$ cat src/design/sorted_priority_queue_unit_macros.svh
// assertion macros for the sorted priority queue unit
// used by the rtl files that carry concurrent checks; needs a clk and rst in scope
`ifndef SORTED_PRIORITY_QUEUE_UNIT_MACROS_SVH
`define SORTED_PRIORITY_QUEUE_UNIT_MACROS_SVH

`ifndef SYNTHESIS

// property holds at every clock edge outside reset
`define SPQ_ASSERT_ALWAYS(lbl, cond, msg) \
  lbl: assert property (@(posedge clk) disable iff (rst) (cond)) else $error(msg);

// antecedent in this cycle implies consequent in the same cycle
`define SPQ_ASSERT_IMPL(lbl, ante, cons, msg) \
  lbl: assert property (@(posedge clk) disable iff (rst) (ante) |-> (cons)) else $error(msg);

// antecedent in this cycle implies consequent in the next cycle
`define SPQ_ASSERT_NEXT(lbl, ante, cons, msg) \
  lbl: assert property (@(posedge clk) disable iff (rst) (ante) |=> (cons)) else $error(msg);

`else

`define SPQ_ASSERT_ALWAYS(lbl, cond, msg)
`define SPQ_ASSERT_IMPL(lbl, ante, cons, msg)
`define SPQ_ASSERT_NEXT(lbl, ante, cons, msg)

`endif

`endif

$ cat src/design/spq_pkg.sv
// shared types and constants of the sorted priority queue unit
// no dependencies; used by spq_cell, spq_ctrl and the top level
`default_nettype none

package spq_pkg;

  localparam int QUEUE_DEPTH = 16;
  localparam int CNT_W       = $clog2(QUEUE_DEPTH + 1);
  localparam int COUNT_W     = 5;
  localparam int DATA_W      = 32;
  localparam int PRIO_W      = 8;

  typedef logic [CNT_W-1:0] count_t;

  // action codes of an input beat
  localparam logic [1:0] ACT_PUSH     = 2'd0;
  localparam logic [1:0] ACT_POP      = 2'd1;
  localparam logic [1:0] ACT_REMOVE   = 2'd2;
  localparam logic [1:0] ACT_POP_UPTO = 2'd3;

  // status codes of a result beat
  localparam logic [1:0] ST_OK        = 2'd0;
  localparam logic [1:0] ST_EMPTY     = 2'd1;
  localparam logic [1:0] ST_NOT_FOUND = 2'd2;
  localparam logic [1:0] ST_FULL      = 2'd3;

  // operation broadcast to every cell
  localparam logic [1:0] CELL_HOLD   = 2'd0;
  localparam logic [1:0] CELL_INSERT = 2'd1;
  localparam logic [1:0] CELL_DELETE = 2'd2;

  typedef struct packed {
    logic [1:0]               op;
    logic [1:0]               action;
    logic [PRIO_W-1:0]        key;
    logic signed [DATA_W-1:0] data;
  } cell_ctrl_t;

  typedef struct packed {
    logic signed [DATA_W-1:0] data;
    logic [PRIO_W-1:0]        prio;
    logic                     valid;
  } cell_link_t;

endpackage

`default_nettype wire

$ cat src/design/spq_cell.sv
// one slot of the sorted chain: holds an entry and trades it with its neighbors
// depends on spq_pkg
`default_nettype none

module spq_cell (
  input  wire logic               clk,
  input  wire logic               rst,
  input  wire spq_pkg::cell_ctrl_t ctrl,
  input  wire spq_pkg::cell_link_t from_left,
  input  wire logic               ins_in,
  input  wire logic               del_in,
  input  wire spq_pkg::cell_link_t from_right,
  output spq_pkg::cell_link_t     link,
  output logic                    ins_out,
  output logic                    del_out
);

  logic signed [spq_pkg::DATA_W-1:0] data;
  logic [spq_pkg::PRIO_W-1:0]        prio;
  logic                              valid;

  logic signed [spq_pkg::DATA_W-1:0] data_next;
  logic [spq_pkg::PRIO_W-1:0]        prio_next;
  logic                              valid_next;
  logic                              match;

  assign link = '{data: data, prio: prio, valid: valid};

  // insert point: first slot that is empty or holds a larger priority
  assign ins_out = !valid || (prio > ctrl.key);

  // delete match for the current action
  always_comb begin
    unique case (ctrl.action)
      spq_pkg::ACT_POP:      match = valid;
      spq_pkg::ACT_REMOVE:   match = valid && (prio == ctrl.key);
      spq_pkg::ACT_POP_UPTO: match = valid && (prio <= ctrl.key);
      default:               match = 1'b0;
    endcase
  end

  // slots at or after the first match close the gap
  assign del_out = del_in || match;

  // next contents
  always_comb begin
    data_next  = data;
    prio_next  = prio;
    valid_next = valid;
    unique case (ctrl.op)
      spq_pkg::CELL_INSERT: begin
        if (ins_in) begin
          data_next  = from_left.data;
          prio_next  = from_left.prio;
          valid_next = from_left.valid;
        end else if (ins_out) begin
          data_next  = ctrl.data;
          prio_next  = ctrl.key;
          valid_next = 1'b1;
        end
      end
      spq_pkg::CELL_DELETE: begin
        if (del_out) begin
          data_next  = from_right.data;
          prio_next  = from_right.prio;
          valid_next = from_right.valid;
        end
      end
      default: begin
        valid_next = valid;
      end
    endcase
  end

  // entry payload, no reset
  always_ff @(posedge clk) begin
    data <= data_next;
    prio <= prio_next;
  end

  // occupancy flag
  always_ff @(posedge clk) begin
    if (rst) begin
      valid <= 1'b0;
    end else begin
      valid <= valid_next;
    end
  end

endmodule

`default_nettype wire

$ cat src/design/spq_ctrl.sv
// sequencer of the sorted priority queue: takes a command, steps the cell chain,
// registers the result beat; depends on spq_pkg and the assertion macro header
`default_nettype none

`include "sorted_priority_queue_unit_macros.svh"

module spq_ctrl (
  input  wire logic                              clk,
  input  wire logic                              rst,
  input  wire logic                              start,
  input  wire logic [1:0]                        action,
  input  wire logic signed [spq_pkg::DATA_W-1:0] entry_data,
  input  wire logic [spq_pkg::PRIO_W-1:0]        item_priority,
  input  wire logic                              any_match,
  input  wire logic signed [spq_pkg::DATA_W-1:0] head_data,
  output logic                                   busy,
  output spq_pkg::cell_ctrl_t                    ctrl,
  output logic                                   done,
  output logic signed [spq_pkg::DATA_W-1:0]      result_data,
  output logic [1:0]                             status,
  output logic [spq_pkg::COUNT_W-1:0]            removed_count,
  output logic [spq_pkg::COUNT_W-1:0]            occupancy
);

  localparam logic [0:0] S_IDLE = 1'b0;
  localparam logic [0:0] S_RUN  = 1'b1;

  logic [0:0]                        state;
  logic [0:0]                        state_next;
  logic [1:0]                        act;
  logic [spq_pkg::PRIO_W-1:0]        key;
  logic signed [spq_pkg::DATA_W-1:0] data;
  spq_pkg::count_t                   occ;
  spq_pkg::count_t                   occ_next;
  spq_pkg::count_t                   removed;
  spq_pkg::count_t                   removed_next;

  logic                              finish;
  logic [1:0]                        status_next;
  logic signed [spq_pkg::DATA_W-1:0] result_next;
  logic                              full;

  assign busy = (state == S_RUN);
  assign full = (occ == spq_pkg::count_t'(spq_pkg::QUEUE_DEPTH));

  // one chain step per cycle while running
  always_comb begin
    state_next   = state;
    occ_next     = occ;
    removed_next = removed;
    finish       = 1'b0;
    status_next  = spq_pkg::ST_OK;
    result_next  = '0;
    ctrl         = '{op: spq_pkg::CELL_HOLD, action: act, key: key, data: data};
    if (state == S_IDLE) begin
      if (start) begin
        state_next   = S_RUN;
        removed_next = '0;
      end
    end else begin
      unique case (act)
        spq_pkg::ACT_PUSH: begin
          finish = 1'b1;
          if (full) begin
            status_next = spq_pkg::ST_FULL;
          end else begin
            ctrl.op  = spq_pkg::CELL_INSERT;
            occ_next = spq_pkg::count_t'(occ + 1'b1);
          end
        end
        spq_pkg::ACT_POP: begin
          finish = 1'b1;
          if (any_match) begin
            ctrl.op      = spq_pkg::CELL_DELETE;
            result_next  = head_data;
            removed_next = spq_pkg::count_t'(1);
            occ_next     = spq_pkg::count_t'(occ - 1'b1);
          end else begin
            status_next = spq_pkg::ST_EMPTY;
          end
        end
        spq_pkg::ACT_REMOVE, spq_pkg::ACT_POP_UPTO: begin
          if (any_match) begin
            // drop the first matching entry, keep going
            ctrl.op      = spq_pkg::CELL_DELETE;
            removed_next = spq_pkg::count_t'(removed + 1'b1);
            occ_next     = spq_pkg::count_t'(occ - 1'b1);
          end else begin
            finish = 1'b1;
            if (occ == '0 && removed == '0) begin
              status_next = spq_pkg::ST_EMPTY;
            end else if (act == spq_pkg::ACT_REMOVE && removed == '0) begin
              status_next = spq_pkg::ST_NOT_FOUND;
            end
          end
        end
        default: begin
          finish = 1'b1;
        end
      endcase
      if (finish) begin
        state_next = S_IDLE;
      end
    end
  end

  // command capture
  always_ff @(posedge clk) begin
    if (state == S_IDLE && start) begin
      act  <= action;
      key  <= item_priority;
      data <= entry_data;
    end
  end

  // control state
  always_ff @(posedge clk) begin
    if (rst) begin
      state   <= S_IDLE;
      occ     <= '0;
      removed <= '0;
      done    <= 1'b0;
    end else begin
      state   <= state_next;
      occ     <= occ_next;
      removed <= removed_next;
      done    <= finish;
    end
  end

  // result beat registers
  always_ff @(posedge clk) begin
    if (finish) begin
      result_data   <= result_next;
      status        <= status_next;
      removed_count <= spq_pkg::COUNT_W'(removed_next);
      occupancy     <= spq_pkg::COUNT_W'(occ_next);
    end
  end

  `SPQ_ASSERT_IMPL(a_done_idle, done, !busy, "result beat while still running")
  `SPQ_ASSERT_ALWAYS(a_occ_bound, occ <= spq_pkg::count_t'(spq_pkg::QUEUE_DEPTH), "occupancy overflow")
  `SPQ_ASSERT_NEXT(a_start_busy, start && !busy, busy, "accepted command did not start")
  `SPQ_ASSERT_NEXT(a_push_grows, busy && act == spq_pkg::ACT_PUSH && !full, done && occ == spq_pkg::count_t'($past(occ) + 1'b1), "push did not add one entry")
  `SPQ_ASSERT_IMPL(a_pop_one, finish && act == spq_pkg::ACT_POP, removed_next <= spq_pkg::count_t'(1), "pop removed more than one entry")

endmodule

`default_nettype wire

$ cat src/design/sorted_priority_queue_unit.sv
// sorted priority queue: a chain of 16 cells kept in ascending priority, ties in arrival order.
// push and pop run a single chain step before the done beat; remove and pop-up-to run one
// chain shift per removed entry, plus a last step that finds no match.
// a new command is taken in the cycle the done beat is shown; done cannot be stalled.
// rst (synchronous, active high) empties the queue and returns to idle.
`default_nettype none

module sorted_priority_queue_unit (
  input  wire logic                              clk,
  input  wire logic                              rst,
  input  wire logic                              start,
  input  wire logic [1:0]                        action,
  input  wire logic signed [spq_pkg::DATA_W-1:0] entry_data,
  input  wire logic [spq_pkg::PRIO_W-1:0]        item_priority,
  output logic                                   busy,
  output logic                                   done,
  output logic signed [spq_pkg::DATA_W-1:0]      result_data,
  output logic [1:0]                             status,
  output logic [spq_pkg::COUNT_W-1:0]            removed_count,
  output logic [spq_pkg::COUNT_W-1:0]            occupancy
);

  spq_pkg::cell_ctrl_t ctrl;
  spq_pkg::cell_link_t link [spq_pkg::QUEUE_DEPTH];
  logic                ins  [spq_pkg::QUEUE_DEPTH];
  logic                del  [spq_pkg::QUEUE_DEPTH];

  localparam spq_pkg::cell_link_t EMPTY_LINK = '{data: '0, prio: '0, valid: 1'b0};

  // the cell chain, slot 0 is the head
  for (genvar g = 0; g < spq_pkg::QUEUE_DEPTH; g++) begin : g_cell
    spq_pkg::cell_link_t from_left;
    spq_pkg::cell_link_t from_right;
    logic                ins_in;
    logic                del_in;

    if (g == 0) begin : g_head
      assign from_left = EMPTY_LINK;
      assign ins_in    = 1'b0;
      assign del_in    = 1'b0;
    end else begin : g_body
      assign from_left = link[g-1];
      assign ins_in    = ins[g-1];
      assign del_in    = del[g-1];
    end

    if (g == spq_pkg::QUEUE_DEPTH - 1) begin : g_tail
      assign from_right = EMPTY_LINK;
    end else begin : g_inner
      assign from_right = link[g+1];
    end

    spq_cell u_cell (
      .clk        (clk),
      .rst        (rst),
      .ctrl       (ctrl),
      .from_left  (from_left),
      .ins_in     (ins_in),
      .del_in     (del_in),
      .from_right (from_right),
      .link       (link[g]),
      .ins_out    (ins[g]),
      .del_out    (del[g])
    );
  end

  // sequencer
  spq_ctrl u_ctrl (
    .clk           (clk),
    .rst           (rst),
    .start         (start),
    .action        (action),
    .entry_data    (entry_data),
    .item_priority (item_priority),
    .any_match     (del[spq_pkg::QUEUE_DEPTH-1]),
    .head_data     (link[0].data),
    .busy          (busy),
    .ctrl          (ctrl),
    .done          (done),
    .result_data   (result_data),
    .status        (status),
    .removed_count (removed_count),
    .occupancy     (occupancy)
  );

endmodule

`default_nettype wire
$ cat config.mk
export PLATFORM = sky130hd
export DESIGN_NAME = sorted_priority_queue_unit
export DESIGN_NICKNAME = d
export VERILOG_FILES = /design/src/design/spq_pkg.sv /design/src/design/spq_cell.sv /design/src/design/spq_ctrl.sv /design/src/design/sorted_priority_queue_unit.sv
export VERILOG_INCLUDE_DIRS = /design/src /design/src/design
export SDC_FILE = /design/constraint.sdc
export NUM_CORES = 2
export LEC_CHECK = 0
export BUFFER_PORTS_ARGS = -buffer_cell sky130_fd_sc_hd__buf_2
export CAP_MARGIN = 20
export CORE_MARGIN = 1
export CORE_UTILIZATION = 30
export CTS_CLUSTER_SIZE = 16
export DETAILED_ROUTE_END_ITERATION = 16
export PLACE_DENSITY = 0.43
export SYNTH_ARGS = -nofsm -noshare
export SYNTH_HDL_FRONTEND = slang
export SYNTH_SLANG_ARGS = --single-unit
$ cat constraint.sdc
create_clock -name clk -period 14.1 [get_ports clk]
set_clock_uncertainty 0.05 [all_clocks]
set_input_delay 1.41 -clock clk [delete_from_list [all_inputs] [get_ports clk]]
set_output_delay 1.41 -clock clk [all_outputs]
set_load 0.005 [all_outputs]
## Word level (Yosys, flattened, before mapping)

Cells that the tools add are included.

| cells by class | value |
|---|---|
| multiplexer cells | 231 |
| bitwise operators | 1 |
| $add $sub $neg | 3 |
| magnitude comparators | 32 |
| equal/unequal tests | 54 |
| reduce and logical (&&, ||, !) cells | 106 |

Operators with widths:

| kind | number |
|---|---|
| $mux W32 | 47 |
| $pmux W32 S2 | 16 |
| $mux W8 | 47 |
| $pmux W8 S2 | 16 |
| $eq A8 B8 Y1 | 16 |
| $gt A8 B8 Y1 | 16 |
| $le A8 B8 Y1 | 16 |
| $mux W1 | 55 |
| $reduce_and A3 Y1 | 17 |
| $pmux W1 S3 | 16 |
| $ne A3 B1 Y1 const B | 13 |
| $logic_and A1 B1 Y1 | 35 |
| $mux W5 | 7 |
| $ne A2 B1 Y1 const B | 17 |
| $pmux W1 S2 | 17 |
| $logic_or A1 B1 Y1 | 31 |
| $pmux W5 S2 | 2 |
| $logic_not A1 Y1 | 16 |
| $mux W2 | 6 |
| $add A5 B1 Y5 const B | 2 |
| $logic_not A5 Y1 | 2 |
| $eq A2 B2 Y1 const B | 3 |
| $ne A3 B2 Y1 const B | 2 |
| $pmux W2 S3 | 1 |
| 9 further kinds | 11 |

| word-level totals | value |
|---|---|
| register bits | 754 |
| output and inout port bits | 46 |
| word-level logic and storage cells | 486 |
| bits of input ports | 45 |

## Logic depth before layout (Yosys ltp)

| logic depth | value |
|---|---|
| depth in word-level cells | 24 |
| gate-level depth with buffers | 23 |
| depth with buffers taken out | 18 |

## Hierarchy

From an unflattened synthesis, not the netlist that was laid out.

| second synthesis, totals | value |
|---|---|
| cells, all modules | 3870 |
| area, all modules | 42266.8 um^2 |

By module, submodules not included:

| module | area an instance (um^2) | cells an instance | instances |
|---|---|---|---|
| spq_cell at g_cell[1].u_cell ... | 2406.1 | 227 | 9 |
| spq_cell at g_cell[0].u_cell ... | 2412.3 | 227 | 7 |
| spq_ctrl | 3722.3 | 237 | 1 |
| sorted_priority_queue_unit | 3.8 | 1 | 1 |

## Worst setup path before layout

OpenSTA, ideal clock, no wires.

| path | value |
|---|---|
| path type | reg2reg |
| from | register u_ctrl.key[7] in the netlist's numbering |
| to | register g_cell[0].u_cell.valid |
| library setup time | 0.129 ns |
| data required time | 13.921 ns |
| stages on the path, launching flop included | 23 |
| arrival time | 7.285 ns |
| path buffers | 4 |
| path slack | 6.636 ns |
| path through | edfxtp_1 inv_1 clkbuf_1 ha_1 nand4_1 nor2_1 a21oi_1 o32ai_2 nor4_4 and2_1 nand3_4 nand2_2 inv_2 buf_2 ha_1 clkbuf_1 clkbuf_1 inv_1 nor2_1 a211oi_1 nand3_1 a22oi_1 nor2_1 |

| on the way | value |
|---|---|
| longest elaborated chain between the ends | 24 |

RTL lines:

| element | line | text |
|---|---|---|
| from (decl) | spq_ctrl.sv:31 | `logic [spq_pkg::PRIO_W-1:0] key;` |
| from (signal assigned) | spq_ctrl.sv:111 | `key <= item_priority;` |
| $le A8 B8 Y1 or $eq A8 B8 Y1 (tied branches) | spq_cell.sv:37, spq_cell.sv:36 |  |
| $logic_and A1 B1 Y1 (on tied branches) | spq_cell.sv:37, spq_cell.sv:36 |  |
| $pmux W1 S3 | spq_cell.sv:34 | `unique case (ctrl.action)` |
| $logic_or A1 B1 Y1 (15 in series) | spq_cell.sv:43 | `assign del_out = del_in \|\| match;` |
| $mux W2 | spq_ctrl.sv:73, spq_ctrl.sv:83 |  |
| $pmux W2 S2 | spq_ctrl.sv:61 | `unique case (act)` |
| $mux W2 | spq_ctrl.sv:55 | `if (state == S_IDLE) begin` |
| $eq A2 B2 Y1 or $eq A2 B1 Y1 (tied branches) | spq_cell.sv:50 | `unique case (ctrl.op)` |
| $ne A2 B1 Y1 (no source line) or $reduce_bool A2 Y1 (tied branches) | - |  |
| $reduce_and A3 Y1 (no source line) | - |  |
| to (signal assigned) | spq_cell.sv:86 | `valid <= valid_next;` |
| to (decl) | spq_cell.sv:20 | `logic valid;` |

Parallel ways exist; a longest one is shown, timed or not.
A chain may end at the register's enable or synchronous reset.

## Worst setup path after layout

| path | value |
|---|---|
| from | register u_ctrl.act[0] |
| to | register g_cell[8].u_cell.data[6] in the netlist's numbering (enable) |

| on the way | value |
|---|---|
| longest elaborated chain between the ends | 23 |

RTL lines:

| element | line | text |
|---|---|---|
| from (decl) | spq_ctrl.sv:30 | `logic [1:0] act;` |
| from (signal assigned) | spq_ctrl.sv:110 | `act <= action;` |
| $eq A2 B2 Y1 or $eq A2 B1 Y1 (tied branches) | spq_cell.sv:34, spq_ctrl.sv:61 |  |
| $pmux W1 S3 | spq_cell.sv:34 |  |
| $logic_or A1 B1 Y1 (15 in series) | spq_cell.sv:43 |  |
| $mux W2 | spq_ctrl.sv:73, spq_ctrl.sv:83 |  |
| $pmux W2 S2 | spq_ctrl.sv:61 |  |
| $mux W2 | spq_ctrl.sv:55 |  |
| $eq A2 B1 Y1 or $eq A2 B2 Y1 (tied branches) | spq_cell.sv:50 |  |
| $ne A3 B1 Y1 (no source line) (tied with other cells) | - |  |
| $reduce_and A3 Y1 (no source line) (*) | - |  |
| to (signal assigned) | spq_cell.sv:77 | `data <= data_next;` |
| to (decl) | spq_cell.sv:18 | `logic signed [spq_pkg::DATA_W-1:0] data;` |

Every way passes the cells marked *; elsewhere a longest branch is shown, timed or not.

==> out/metrics.csv <==
metric,value,unit
outcome,completed,
grtUsageTotal,18.13,%
critical_path.slowest_cell,edfxtp_1,
fin_crit_sh,49.68,%
ys_ff_latch,754,
end_kind,flop,
final-hold-violation-count,0,
cts_tree,done,
crit_path_max_fanout,82,
syn_area_per_cell,10.91,um^2
crit_type,reg -> reg,
yosys.cell_types.count,73,
combPwrFrac,35.2,%
final_cells,5425,
first_iter_violations,2353,
yosysSeqAreaShare,56.39,%
place_congestion,0.7972,
rows,133,
post_cts_buffers,0,
ctsResizeCount,0,
p_int,0.006366,W
initial_utilization,30.20,%
avgViaCountPerCell,5.193,
fillCellCount,13240,
insertion_delay,680,ps
core,131300,um^2
seq_power_share,42.9,%
grt_setup_unrepaired,false,
path_cells,"nor2b_4, buf_4, a21oi_1, nor2b_1, a311oi_4, and3_1, nand3_4, nand2_2, inv_2, ha_4, buf_4, and4_1, and2_1, nor3_2, buf_4",
synthCells,3636,
drive_above_1_share,10.00,%
critPathLaunchType,flop,
wl_per_cell,22.59,um
die_y,365.6,um
crit_required,14340,ps
die_x,365.6,um
cpPeakStageDelay,960,ps
swShare,38.58,%
synth_area_leaders,"edfxtp_1 55%, mux2i_1 12%, o21ai_0 7.5%",
grt_first_pass_wirelength,181700,um
crit_arrival,7250,ps
hold_class,reg -> reg,
syn_nets,3816,
synth_ff_type,edfxtp_1,
syn-cell-area,39650,um^2
cts-root-buf,clkbuf_16,
drcViolationCount,0,
synthArstFlopShare,0,%
port_buffers,90,
grt_max_degree,263,
drv_slew,0,
ant_nets,0,
die_area,133600,um^2
dr.pass1.iters,5,
dpl.hpwl,72350,um
clk_pin_slew_worst_paths,60,ps
cts_buffers,88,
fin_crit,7005,ps
place_inst,5267,
worst_pin_slew,1127,ps
wirelength,122600,um
max_slew_margin,24.87,%
peakVddDrop,127.1,uV
yosysTopAreaCellShare,54.98,%
synth_commonest_cells,"726 x edfxtp_1, 699 x nand2_1, 593 x o21ai_0",
grt_remaining_overflow,0,
n_antenna_cell,0,
hold_buffers,0,
crit_path_frequent_cell,buf_4,
yosys.area.top_type,edfxtp_1,
htreeDepth,3,
fmax,142.7,MHz
io_pins,91,
yosys_warnings,0,
cts.sinks,754,
antenna_found_initial,2,
p_switching,0.003999,W
maxCapViolCount,0,
tns,0,ps
clock_path_buffers,3,
vias,28170,
p_per_area,231.7,nW/um^2
finalSetupViolCount,0,
synth.most_common_cell,edfxtp_1,
fin_nets,3782,
synth_edf_count,726,
leakage,17.62,nW
grt_pass1_vias,27340,
pwr-share-clk,21.9,%
area_growth,12.80,%
[cell usage in the layout (no fill, tap or decap), types with 4 or more instances in the layout]
cell type	Yosys	final
a211oi_1	14	11
a211oi_4	0	4
a21o_1	7	7
a21oi_1	207	206
and2_1	9	7
and3_1	36	36
buf_12	0	4
buf_2	58	90
buf_4	2	58
bufinv_16	0	7
clkbuf_1	208	18
clkbuf_16	0	90
clkinv_1	0	22
clkinv_2	0	12
dfxtp_1	28	28
edfxtp_1	726	726
ha_1	135	134
inv_1	41	40
mux2_2	36	36
mux2i_1	476	476
nand2_1	699	697
nand3_1	13	13
nand4_1	35	35
nor2_1	144	144
nor2b_1	23	22
nor3_1	30	24
nor3_2	0	6
o211ai_1	13	13
o211ai_2	4	4
o21ai_0	593	592
o21ai_4	0	13
o311a_1	4	4
[worst max-delay path, delay by kind of cell (launching register included)]
family,cells,cell delay [ps]
fa+ha+maj,1,870
compound gates,2,180
simple gates,8,2120
flops,1,960
buf+inv,4,2290
[power groups by stage]
stage	combinational [W]	sequential (W)	clock (W)
after floorplan	0.00247	0.00430	0
after global placement	0.00363	0.00449	0
after detailed placement	0.00367	0.00449	0
after CTS	0.00368	0.00445	0.00233
after global routing	0.00408	0.00455	0.00240
final	0.00365	0.00445	0.00227
[per-stage QoR]
stage	instance area (um^2)	power, W	worst slack [ps]	util [%]	hold WS [ps]
floorplan	39650	0.006767	6636	-	421.5
global placement	41970	0.008123	7223	31.97	454.3
detailed placement	41970	0.008154	7095	31.97	466.4
CTS	44730	0.01047	7077	34.07	471.9
global route	44730	0.01103	6645	34.07	480.0
finish	44730	0.01037	7095	34.07	471.5
[state kept, by name, indices dropped and copies added (netlist names)]
name	count
g_cell.u_cell.data	512
g_cell.u_cell.prio	128
u_ctrl.data	32
u_ctrl.result_data	32
g_cell.u_cell.valid	16
u_ctrl.key	8
u_ctrl.occ	5
u_ctrl.occupancy	5
u_ctrl.removed	5
u_ctrl.removed_count	5
u_ctrl.act	2
u_ctrl.status	2
u_ctrl.busy	1
u_ctrl.done	1
[metal layers]
| layer | GRT usage (%) | vias up | part of all wire (%) | routed length (um) |
|---|---|---|---|---|
| met5 | 0 | - | 0.011 | 13 |
| met4 | 4.053 | 2 | 2.0 | 2506 |
| met3 | 2.912 | 152 | 4.2 | 5126 |
| met2 | 27.71 | 559 | 44 | 53830 |
| met1 | 26.65 | 14210 | 50 | 61080 |
| li1 | - | 13250 | - | - |
[area by class of cell]
type / instances / area, um^2 / area share, %
clock inverter: 50 / 436.7 / 0.9763
clock buffer: 108 / 2320 / 5.186
timing repair buffer: 152 / 965.9 / 2.160
sequential: 754 / 22360 / 50.00
multi-input combinational: 2562 / 16280 / 36.40
inverter: 44 / 167.7 / 0.3749
tap: 1755 / 2196 / 4.910
[logic make-up (layout without fill, tap and decap cells)]
| family | count (synthesis) | count (layout) | synth area share, % |
|---|---|---|---|
| AND/OR/NAND/NOR | 1009 | 1009 | 10.58 |
| flip-flops | 754 | 754 | 56.39 |
| buffers and inverters | 320 | 354 | 3.294 |
| adder cells (fa/ha/maj) | 135 | 135 | 4.260 |
| multiplexers | 512 | 512 | 13.04 |
| AO/OA/AOI/OAI | 906 | 906 | 12.43 |
[worst paths after layout]
path	startpoint	to	slack, ps	cells past startpoint
setup / recovery	u_ctrl.act[0]$_DFFE_PP_	g_cell[8].u_cell.data[6]$_DFFE_PP_	7090	15
setup reg to reg	u_ctrl.act[0]$_DFFE_PP_	g_cell[8].u_cell.data[6]$_DFFE_PP_	7090	15
hold / removal	g_cell[15].u_cell.data[6]$_SDFFCE_PP0P_	g_cell[14].u_cell.data[6]$_DFFE_PP_	470	2
hold reg to reg	g_cell[15].u_cell.data[6]$_SDFFCE_PP0P_	g_cell[14].u_cell.data[6]$_DFFE_PP_	470	2
(Power assumes the default switching activity.)
